### src/drbt_pkg.sv
// shared types and constants of the device retry backoff table
package drbt_pkg;

	localparam int ADDR_W    = 48;
	localparam int TIME_W    = 48;
	localparam int CNT_W     = 8;
	localparam int BASE_W    = 20;
	localparam int MAX_W     = 22;
	localparam int RETRY_W   = 20;
	localparam int TRIES_W   = 8;
	localparam int CFG_W     = 22;
	localparam int CFG_IDX_W = 2;
	localparam int SHIFT_W   = 3;
	localparam int SHL_W     = BASE_W + 5;

	localparam logic [CNT_W-1:0] COUNT_CAP = 8'd255;
	localparam logic [CNT_W-1:0] SHIFT_CAP = 8'd5;

	// action codes
	localparam logic [1:0] ACT_ADVERTISE   = 2'd0;
	localparam logic [1:0] ACT_SESSION_END = 2'd1;
	localparam logic [1:0] ACT_CLEAR       = 2'd2;
	localparam logic [1:0] ACT_QUERY       = 2'd3;

	// configuration register indexes
	localparam logic [CFG_IDX_W-1:0] CFG_BACKOFF_BASE  = 2'd0;
	localparam logic [CFG_IDX_W-1:0] CFG_BACKOFF_MAX   = 2'd1;
	localparam logic [CFG_IDX_W-1:0] CFG_CONNECT_RETRY = 2'd2;
	localparam logic [CFG_IDX_W-1:0] CFG_PAIRING_TRIES = 2'd3;

	typedef struct packed {
		logic [1:0]        action;
		logic [ADDR_W-1:0] device_address;
		logic [TIME_W-1:0] time_ms;
		logic              match_found;
		logic [3:0]        match_family;
		logic [7:0]        match_variant;
		logic              wants_backoff;
		logic              was_published;
		logic              pair_failed;
		logic              conn_failed;
	} req_t;

	typedef struct packed {
		logic       granted;
		logic       is_active;
		logic [3:0] granted_family;
		logic [7:0] granted_variant;
	} rsp_t;

	// what the cell row does with the token that passes through it
	typedef enum logic [2:0] {
		MODE_NONE  = 3'd0,
		MODE_LOOK  = 3'd1,
		MODE_WRHIT = 3'd2,
		MODE_TAKE  = 3'd3,
		MODE_CLEAR = 3'd4
	} mode_t;

	// broadcast from the controller to every cell
	typedef struct packed {
		mode_t             mode;
		logic [ADDR_W-1:0] addr;
		logic [TIME_W-1:0] now;
		logic              full;
		logic              wr_act;
		logic [TIME_W-1:0] wr_until;
		logic [CNT_W-1:0]  wr_fail;
		logic [CNT_W-1:0]  wr_pfail;
	} cmd_t;

	// token handed from cell to cell
	typedef struct packed {
		logic              vld;
		logic              hit;
		logic              act;
		logic [TIME_W-1:0] due;
		logic [CNT_W-1:0]  fail;
		logic [CNT_W-1:0]  pfail;
		logic              full;
		logic              claimed;
	} tok_t;

endpackage

### src/drbt_cell.sv
// one table entry: holds its state and passes the scan token to the next entry
module drbt_cell (
	input  logic          clk,
	input  logic          arst_n,
	input  drbt_pkg::cmd_t cmd,
	input  drbt_pkg::tok_t tok_in,
	output drbt_pkg::tok_t tok_out
);
	import drbt_pkg::*;

	logic              used_q;
	logic              act_q;
	logic [ADDR_W-1:0] addr_q;
	logic [TIME_W-1:0] until_q;
	logic [CNT_W-1:0]  fail_q;
	logic [CNT_W-1:0]  pfail_q;
	tok_t              tok_q;

	logic addr_hit;
	logic is_free;
	logic do_write;
	logic do_take;
	logic do_clear;
	tok_t tok_n;

	assign addr_hit = used_q && (addr_q == cmd.addr);
	// fresh slot while the table has room, else an idle entry whose wait is over
	assign is_free  = cmd.full ? (!act_q && (cmd.now >= until_q)) : !used_q;

	// token update for the current pass
	always_comb begin
		tok_n    = tok_in;
		do_write = 1'b0;
		do_take  = 1'b0;
		do_clear = 1'b0;
		case (cmd.mode)
			MODE_LOOK: begin
				tok_n.full = tok_in.full & used_q;
				if (tok_in.vld && !tok_in.hit && addr_hit) begin
					tok_n.hit   = 1'b1;
					tok_n.act   = act_q;
					tok_n.due   = until_q;
					tok_n.fail  = fail_q;
					tok_n.pfail = pfail_q;
				end
			end
			MODE_WRHIT: begin
				if (tok_in.vld && !tok_in.claimed && addr_hit) begin
					do_write      = 1'b1;
					tok_n.claimed = 1'b1;
				end
			end
			MODE_TAKE: begin
				if (tok_in.vld && !tok_in.claimed && is_free) begin
					do_take       = 1'b1;
					tok_n.claimed = 1'b1;
				end
			end
			MODE_CLEAR: begin
				do_clear = tok_in.vld && used_q && !act_q;
			end
			default: begin
			end
		endcase
	end

	// control state and token register
	always_ff @(posedge clk or negedge arst_n) begin
		if (!arst_n) begin
			used_q <= 1'b0;
			act_q  <= 1'b0;
			tok_q  <= '0;
		end else begin
			tok_q <= tok_n;
			if (do_take) begin
				used_q <= 1'b1;
				act_q  <= 1'b1;
			end else if (do_write) begin
				act_q <= cmd.wr_act;
			end
		end
	end

	// entry payload
	always_ff @(posedge clk) begin
		if (do_take) begin
			addr_q  <= cmd.addr;
			until_q <= '0;
			fail_q  <= '0;
			pfail_q <= '0;
		end else if (do_write) begin
			until_q <= cmd.wr_until;
			fail_q  <= cmd.wr_fail;
			pfail_q <= cmd.wr_pfail;
		end else if (do_clear) begin
			until_q <= '0;
			fail_q  <= '0;
			pfail_q <= '0;
		end
	end

	assign tok_out = tok_q;

endmodule

### config.mk
export PLATFORM = sky130hd
export DESIGN_NAME = drbt_cell
export DESIGN_NICKNAME = d
export VERILOG_FILES = /design/src/drbt_pkg.sv /design/src/drbt_cell.sv
export SDC_FILE = /design/constraint.sdc
export NUM_CORES = 1
export LEC_CHECK = 0
export BUFFER_PORTS_ARGS = -buffer_cell sky130_fd_sc_hd__buf_2
export CAP_MARGIN = 20
export CORE_MARGIN = 1
export CORE_UTILIZATION = 45
export DETAILED_ROUTE_END_ITERATION = 8
export PLACE_DENSITY_LB_ADDON = 0.05
export SLEW_MARGIN = 20
export SYNTH_ARGS = -nofsm -noshare
export SYNTH_HDL_FRONTEND = slang
export SYNTH_SLANG_ARGS = --single-unit
### constraint.sdc
create_clock -name clk -period 4 [get_ports clk]
set_input_delay 0 -clock clk [delete_from_list [all_inputs] [get_ports clk]]
set_output_delay 0 -clock clk [all_outputs]
set_load 0.005 [all_outputs]
==> results.txt, run 1 <==
In the final design database the tool counted 1534 nets. The maximum number of buffers from clock root to sink came out at 2. Synthesis inferred 183 register bits. The cell sitting at the root of the clock tree is a sky130_fd_sc_hd__clkbuf_16. The register-to-register setup slack came out at 1000 ps. The number of CTS-inserted buffers came out at 17. Port buffering added 304 buffers. The arrival time of the worst setup path is 3350 ps. The launch point of the worst reg-to-reg path is addr_q[20]. Global routing used 25.0% of the available tracks.

Summed over all instances, the cell type with the most area after synthesis is sky130_fd_sc_hd__dfrtp_1. The number of unique standard cell types used by synthesis is 46. The total buffers and inverters traversed by the critical path came out at 1. Sorting the synthesized cells by how often they occur yields sky130_fd_sc_hd__nand2_1 (118), sky130_fd_sc_hd__a21oi_1 (78), sky130_fd_sc_hd__nand3_1 (74).

The clock network accounts for 39.6% of the total power. In this run, post-CTS repair resized a total of 0 instances. The number of enable-type register cells in the synthesized netlist is 48.

The maximum level of the CTS H-tree is 4. The internal portion of the total power is 3.14 mW. The effective utilization at floorplan is 45.8%. The area added between synthesis and finish came out at 49.6%. The number of buffers inserted for hold repair after clock tree synthesis is 184. The worst-case clock skew came out at 10.5 ps. Measured along the x axis, the die boundary spans 137 um. The count of standard-cell rows is 49. The signal on the critical path passes through xor2_1 -> nor4_1 -> nand4_1 -> nor4_2 -> and3_2 -> buf_4 -> nand2_1 -> a21oi_1.

STA classifies the critical path endpoint as a flop. The maximum ir drop on the vdd rail is 0.277 mV. Prior to clock tree synthesis, the placed netlist has a worst setup slack of 953 ps. The data required time of the worst path is 4350 ps. Sequential cells account for 48.5% of the total power. The switching power share of the total came out at 22.5%. The final HPWL from detailed placement is 15800 um. The min-delay analysis places its worst path in the category in2async. The most used flip-flop cell after synthesis is sky130_fd_sc_hd__dfrtp_1. By area the synthesized netlist is led by sky130_fd_sc_hd__dfrtp_1 (22%), sky130_fd_sc_hd__edfxtp_1 (18%), sky130_fd_sc_hd__dfxtp_1 (16%). The area of the placeable core is 0.0179 sq mm.

305 I/O pins were placed. The clock insertion delay at the later pin of the skew report is 430 ps. The number of global-route vias before repair came to 7347. The worst setup path is launched from a flop.

The area of the mapped netlist is 0.00820 sq mm. The detailed-route wire length is 23300 um. The maximum fanout encountered on the critical timing path came out at 30. The area of the die came out at 0.0188 sq mm. TritonCTS built the clock tree.

For this run, the top clock speed supported by timing is 0.333 GHz. The worst reg2reg path endpoint is until_q[0]. The worst pin sits at a relative slew slack of 36.7%. The proportion of register bits with asynchronous set or reset after synthesis is 38.8%. Dividing the detail-routed via count by the number of cells gives 4.85.

The average routed wire per standard cell came out at 15.6 um. The top cell type by area accounts for 21.7% of the synthesized area. The flow ran to the end, and the final reports show no timing, DRC or antenna violations. The count of synthesis-stage warnings from yosys came out at 0. For this design the ratio of total power to cell area is 331 mW/mm^2.

The portion of total power attributed to combinational logic is 11.8%. Yosys instantiated no cell more often than sky130_fd_sc_hd__nand2_1. The worst path setup slack after routing came out at 1000 ps.

Detailed routing inserted a total of 7252 vias. In this design, the largest share of critical-path delay is due to simple AND/OR/NAND/NOR gates. The power consumption came out at 4.06 mW. The clock slew at the register clock pins of the worst setup and hold paths is 70 ps. The initial antenna violation count is 4. The setup total negative slack came out at 0 ps.

The number of setup buffers added after CTS is 0. The pin count of the biggest net entering global routing is 114. The net switching power is 914 uW. The per-instance average area after synthesis is 10.6 sq um. The first global-routing pass estimated 35400 um of wire.

The slowest stage of the critical path is the sky130_fd_sc_hd__and3_2 cell. The layout cell share with drive strength beyond 1 came out at 29.1%. The synthesized net count came out at 1057. Summed over all layers, the global routing overflow is 0.

The number of cells on the worst reg-to-reg path is 8. The post-route DRC violation count came out at 0. At the end of routability-driven placement, the weighted congestion stood at 0.805. The longest individual stage delay on the worst path came out at 710 ps.

Setup violations remaining at the end of the flow were counted as 0. Setup repair after global routing left no endpoint under its margin. The leakage power of the design is 5.39 nW. The transition at the pin with the smallest max-transition slack is 949 ps. The number of pins exceeding their max-slew limit in the final report came out at 0. The total iterations of the first detailed-routing run came out at 5. The number of nets still failing antenna checks after routing is 0. The sequential element share of the synthesized area is 54.9%. The die extent in y is 137 um. The final number of hold-violating endpoints was 0. The count of cell instances traversed by the critical path came out at 8. In the synthesized netlist, the number of instances is 773. In this run, the number of DRC markers left after iteration 0 of detailed routing was 299. By startpoint and endpoint, the worst setup path is classified as reg2reg. The final critical delay including setup and external delays came out at 3000 ps. The post-route clock period utilization is 75.0%. Max-cap violations in this run came to 0. The number of sinks handled by clock tree synthesis is 183.
==> registers in the layout, summed over array words and instances (netlist names) <==
name / flops
act_q: 1
addr_q: 48
fail_q: 8
pfail_q: 8
tok_out: 69
until_q: 48
used_q: 1
==> cells in the final DEF, fill, tap and decap left out, types with 4 or more instances in the layout <==
cell / Yosys / layout
sky130_fd_sc_hd__a21o_1: 8 / 8
sky130_fd_sc_hd__a21oi_1: 78 / 78
sky130_fd_sc_hd__and4_1: 4 / 4
sky130_fd_sc_hd__buf_2: 5 / 303
sky130_fd_sc_hd__buf_4: 0 / 8
sky130_fd_sc_hd__clkbuf_16: 0 / 17
sky130_fd_sc_hd__clkinv_2: 0 / 5
sky130_fd_sc_hd__dfrtp_1: 71 / 71
sky130_fd_sc_hd__dfxtp_1: 64 / 64
sky130_fd_sc_hd__diode_2: 0 / 4
sky130_fd_sc_hd__dlygate4sd3_1: 0 / 184
sky130_fd_sc_hd__edfxtp_1: 48 / 48
sky130_fd_sc_hd__ha_1: 48 / 48
sky130_fd_sc_hd__inv_1: 50 / 50
sky130_fd_sc_hd__mux2_4: 18 / 18
sky130_fd_sc_hd__nand2_1: 118 / 117
sky130_fd_sc_hd__nand3_1: 74 / 72
sky130_fd_sc_hd__nand4_1: 13 / 13
sky130_fd_sc_hd__nor4_1: 7 / 7
sky130_fd_sc_hd__o21ai_0: 17 / 17
sky130_fd_sc_hd__o21ai_1: 34 / 34
sky130_fd_sc_hd__xnor2_1: 28 / 28
sky130_fd_sc_hd__xor2_1: 20 / 20
==> worst max-delay path by stage <==
| stage | from | end | slack [ps] |
|---|---|---|---|
| after CTS | addr_q[20] | until_q[0] | 930 |
| after global placement | addr_q[45] | pfail_q[5] | 1000 |
| final | addr_q[20] | until_q[0] | 1000 |
| after detailed placement | addr_q[20] | until_q[0] | 950 |
| after floorplan | until_q[46] | addr_q[0] | 540 |
| after global routing | addr_q[20] | until_q[0] | 680 |
==> metrics by stage <==
step,hold WS [ps],instance area (sq um),util (%),cells
floorplan,-296,8200,-,773
global placement,159,9860,55.1,1276
detailed placement,162,9860,55.1,1276
CTS,270,12300,68.5,1492
global route,260,12300,68.5,1496
finish,260,12300,68.5,1496
==> layout make-up <==
| class | count | area [sq um] |
|---|---|---|
| diodes | 4 | 10.0 |
| repair buffers | 497 | 3460 |
| inverters | 50 | 188 |
| flip-flops and latches | 183 | 4500 |
| clock inverters | 11 | 97.6 |
| fillers | 1453 | 5630 |
| well taps | 229 | 287 |
| clock buffers | 21 | 460 |
| multi-input cells | 501 | 3270 |
==> worst reg2reg max path, stage by stage, from the launching register on <==
cell and delay (ps):
sky130_fd_sc_hd__edfxtp_1 390, sky130_fd_sc_hd__xor2_1 150, sky130_fd_sc_hd__nor4_1 330, sky130_fd_sc_hd__nand4_1 190
sky130_fd_sc_hd__nor4_2 530, sky130_fd_sc_hd__and3_2 720, sky130_fd_sc_hd__buf_4 380, sky130_fd_sc_hd__nand2_1 100
sky130_fd_sc_hd__a21oi_1 150
==> routing by layer <==
metal  global-route usage (%)  share of wire [%]  vias to the layer above
li1                         -                  -                     3653
met1                     28.5                 41                     3332
met2                     44.6                 50                      234
met3                     6.00                6.0                       33
met4                     9.77                2.4                        0
met5                        0                  0                        -
==> logic make-up (layout without fill, tap and decap cells) <==
group | Yosys count | count (layout) | synth area share, %
adder cells (fa/ha/maj) | 48 | 48 | 7.32
XOR/XNOR | 48 | 48 | 5.13
other | 0 | 4 | 0
AND/OR/NAND/NOR | 234 | 234 | 13.6
multiplexers | 19 | 19 | 3.42
AO/OA/AOI/OAI | 152 | 152 | 10.1
buffers and inverters | 89 | 579 | 5.61
flip-flops | 183 | 183 | 54.9
==> power by group through the flow <==
| stage | registers, mW | logic (mW) | clock network (mW) |
|---|---|---|---|
| 5_1_grt | 1.97 | 0.531 | 1.70 |
| 2_1_floorplan | 2.01 | 0.116 | 0 |
| 3_3_place_gp | 2.01 | 0.332 | 0 |
| 4_1_cts | 1.97 | 0.480 | 1.64 |
| 3_5_place_dp | 2.01 | 0.335 | 0 |
| 6_report | 1.97 | 0.480 | 1.61 |
No activity file was read; power rests on OpenSTA's default activity.
==> run 2, diff against run 1 <==
Clock period 4 ns to 2.8 ns, I/O delays scaled along.
==> results.txt, run 2 (synthesis results as in run 1) <==
The area of combinational cells with multiple inputs came out at 0.00327 sq mm (unchanged). The startpoint of the most critical setup path is until_q[46] (was addr_q[20]). The total of endpoints with negative setup slack in the final report is 0 (unchanged). The cell with the biggest individual delay on the critical path was sky130_fd_sc_hd__o41a_1 (was sky130_fd_sc_hd__and3_2). The global-route track usage on met2 is 44.1% (was 44.6%). The count of cell instances traversed by the critical path came out at 9 (was 8). The post-cts gate resize count is 0 (unchanged). Most used cells in the layout excluding fill and tap cells: sky130_fd_sc_hd__buf_2 (303), sky130_fd_sc_hd__dlygate4sd3_1 (184), sky130_fd_sc_hd__nand2_1 (117) (unchanged).

The number of CTS-inserted buffers is 17 (unchanged). The cell family contributing the most delay on the critical path is compound AO/OA/AOI/OAI gates (was simple AND/OR/NAND/NOR gates). The die extent in y is 137 um (unchanged). The launch point of the worst hold path is cmd[163].

The number of vias after detailed routing came out at 7310 (was 7252). The post-detailed-route via-to-cell ratio is 4.86 (was 4.85). The data required time of the worst path is 2980 ps (was 4350 ps). The most heavily used metal layer in global routing is met2 (unchanged).

The area of the die is 0.0188 sq mm (unchanged). The CTS tree is yes (unchanged). The total track usage is 25.3% (was 25.0%). The starting DRC count in detailed routing came to 347 (was 299). The total iterations of the first detailed-routing run came out at 5 (unchanged). The type of the worst min-delay path is in2reg (was in2async). The leakage power of the design is 5.46 nW (was 5.39 nW). The x dimension of the die came out at 137 um (unchanged). The critical path start-end classification is reg2reg (unchanged). The number of nets still failing antenna checks after routing was 0 (unchanged). The number of port buffers is 304 (unchanged). The final number of hold-violating endpoints came out at 0 (unchanged). Unrepaired setup endpoints after global routing: no (unchanged).

The maximum ir drop on the vdd rail came out at 0.410 mV (was 0.277 mV). The pin count of the biggest net entering global routing is 72 (was 114). The setup total negative slack came out at 0 ps (unchanged). The nature of the critical path endpoint is a flop (unchanged).

The layout cell share with drive strength beyond 1 is 29.7% (was 29.1%). The clock slew at the register clock pins of the worst setup and hold paths is 70 ps (about the same). The launch point of the worst reg-to-reg path is until_q[46] (was addr_q[20]). The global-route congestion overflow total is 0 (unchanged). The average routed wire per standard cell came to 15.7 um (was 15.6 um).

The core utilization of the finished layout is 69.3% (was 68.5%). The initial antenna violation count is 4 (unchanged). The max-cap check violation count is 0 (unchanged). The register-to-register setup slack came out at 260 ps (was 1000 ps).

The global routing met1 resource utilization was 28.9% (was 28.5%). The maximum number of buffers from clock root to sink is 2 (unchanged). The ratio of total power to cell area came out at 480 mW/mm^2 (was 331 mW/mm^2). The startpoint class of the critical path was a flop (unchanged).

The number of fill cells was 1384 (was 1453). The detailed-route wire length came out at 23700 um (was 23300 um). The depth of the worst register-to-register path is 9 (was 8). The worst reg2reg path endpoint is addr_q[39] (was until_q[0]). The transition at the pin with the smallest max-transition slack came out at 952 ps (was 949 ps). The final HPWL from detailed placement came out at 16000 um (was 15800 um). The maximum level of the CTS H-tree is 4 (unchanged). The maximum fanout encountered on the critical timing path came to 17 (was 30).

Cells along the critical path: inv_1 -> ha_1 -> a21oi_1 -> nand2_1 -> a211o_1 -> o41a_1 -> a31oi_1 -> nand2_4 -> buf_4 (was xor2_1 -> nor4_1 -> nand4_1 -> nor4_2 -> and3_2 -> buf_4 -> nand2_1 -> a21oi_1). The worst-case clock skew was 13.3 ps (was 10.5 ps). The last element of the critical path is addr_q[39] (was until_q[0]). The longest individual stage delay on the worst path came out at 380 ps (was 710 ps). The combined flip-flop and latch cell area came to 0.00450 sq mm (unchanged). The clock insertion delay at the later pin of the skew report is 440 ps (was 430 ps). The first-pass GRT wire length is 36200 um (was 35400 um). The number of pins exceeding their max-slew limit in the final report was 0 (unchanged). The final RePlAce weighted congestion came out at 0.825 (was 0.805). The fraction of met3 tracks used by global routing is 5.67% (was 6.00%).

The area of the placeable core came out at 0.0179 sq mm (unchanged). The cell at the root of the clock tree is sky130_fd_sc_hd__clkbuf_16 (unchanged). The area added between synthesis and finish was 51.2% (was 49.6%). The highest clock frequency the design can meet came out at 0.394 GHz (was 0.333 GHz). The count of standard-cell rows came out at 49 (unchanged).

The relative slew slack is 36.5% (was 36.7%). Run status: finished clean (unchanged). The arrival time of the worst setup path is 2720 ps (was 3350 ps). The number of global-route vias before repair came out at 7494 (was 7347). The number of I/O pins is 305 (unchanged).

The total buffers and inverters traversed by the critical path is 2 (was 1). The most common cell after layout, fill and taps aside is sky130_fd_sc_hd__buf_2 (unchanged). The post-route DRC violation count is 0 (unchanged). The post-route clock period utilization was 90.6% (was 75.0%). The final critical delay including setup and external delays is 2540 ps (was 3000 ps). The number of flip-flops under the largest register name was 69 (unchanged). The number of sinks handled by clock tree synthesis is 183 (unchanged). The number of nets in the finished design came out at 1541 (was 1534).

The effective utilization at floorplan came out at 45.8% (unchanged).
[run 2: cell types whose count changed in the layout (fill, tap and decap cells not counted), sizes merged]
| cell | delta |
|---|---|
| clkbuf | -4 |
| clkinv | +1 |
| diode | +1 |
| buf | +7 |
| clkinvlp | -1 |
| inv | +4 |
[run 2: what timing repair did]
item                      4_1_cts  5_1_grt
hold endpoints to repair      253        0
setup buffers                   0        0
hold buffers                  184        0
[run 2: layer usage]
layer	vias up	routed length (um)
li1	3670	-
met1	3347	9760
met2	242	11900
met3	51	1340
met4	0	671
met5	-	0
[run 2: worst register-to-register path, cell delays in order, from the launching register on]
cell	delay [ps]
sky130_fd_sc_hd__dfxtp_1	330
sky130_fd_sc_hd__inv_1	60
sky130_fd_sc_hd__ha_1	300
sky130_fd_sc_hd__a21oi_1	150
sky130_fd_sc_hd__nand2_1	70
sky130_fd_sc_hd__a211o_1	290
sky130_fd_sc_hd__o41a_1	380
sky130_fd_sc_hd__a31oi_1	250
sky130_fd_sc_hd__nand2_4	210
sky130_fd_sc_hd__buf_4	260
[run 2: power breakdown]
group | internal [mW] | switching, mW
Sequential | 2.79 | 0.0244
Combinational | 0.424 | 0.266
Clock | 1.28 | 1.16
Total | 4.50 | 1.45
[run 2: area by class of cell]
class | instances | share of cell area [%]
diodes | 5 | 0.101
well taps | 229 | 2.31
clock inverters | 15 | 1.47
repair buffers | 504 | 28.5
inverters | 50 | 1.51
clock buffers | 17 | 3.43
multi-input cells | 501 | 26.4
flip-flops and latches | 183 | 36.3
[run 2: worst min-delay path by stage]
| stage | cells after the start | to |
|---|---|---|
| after global placement | 1 | tok_out[68] |
| after global routing | 2 | tok_out[68] |
| after CTS | 5 | tok_out[67] |
| after floorplan | 0 | act_q |
| after detailed placement | 1 | tok_out[68] |
| final | 5 | tok_out[67] |
[run 2: per-stage QoR]
step,worst slack (ps),cells,area [sq um],total power [mW],hold slack (ps)
floorplan,79.4,773,8200,3.04,-296
detailed placement,301,1283,9940,3.35,155
CTS,281,1499,12400,5.98,242
global route,24.7,1503,12400,6.17,266
finish,263,1504,12400,5.95,240
global placement,318,1283,9940,3.34,158
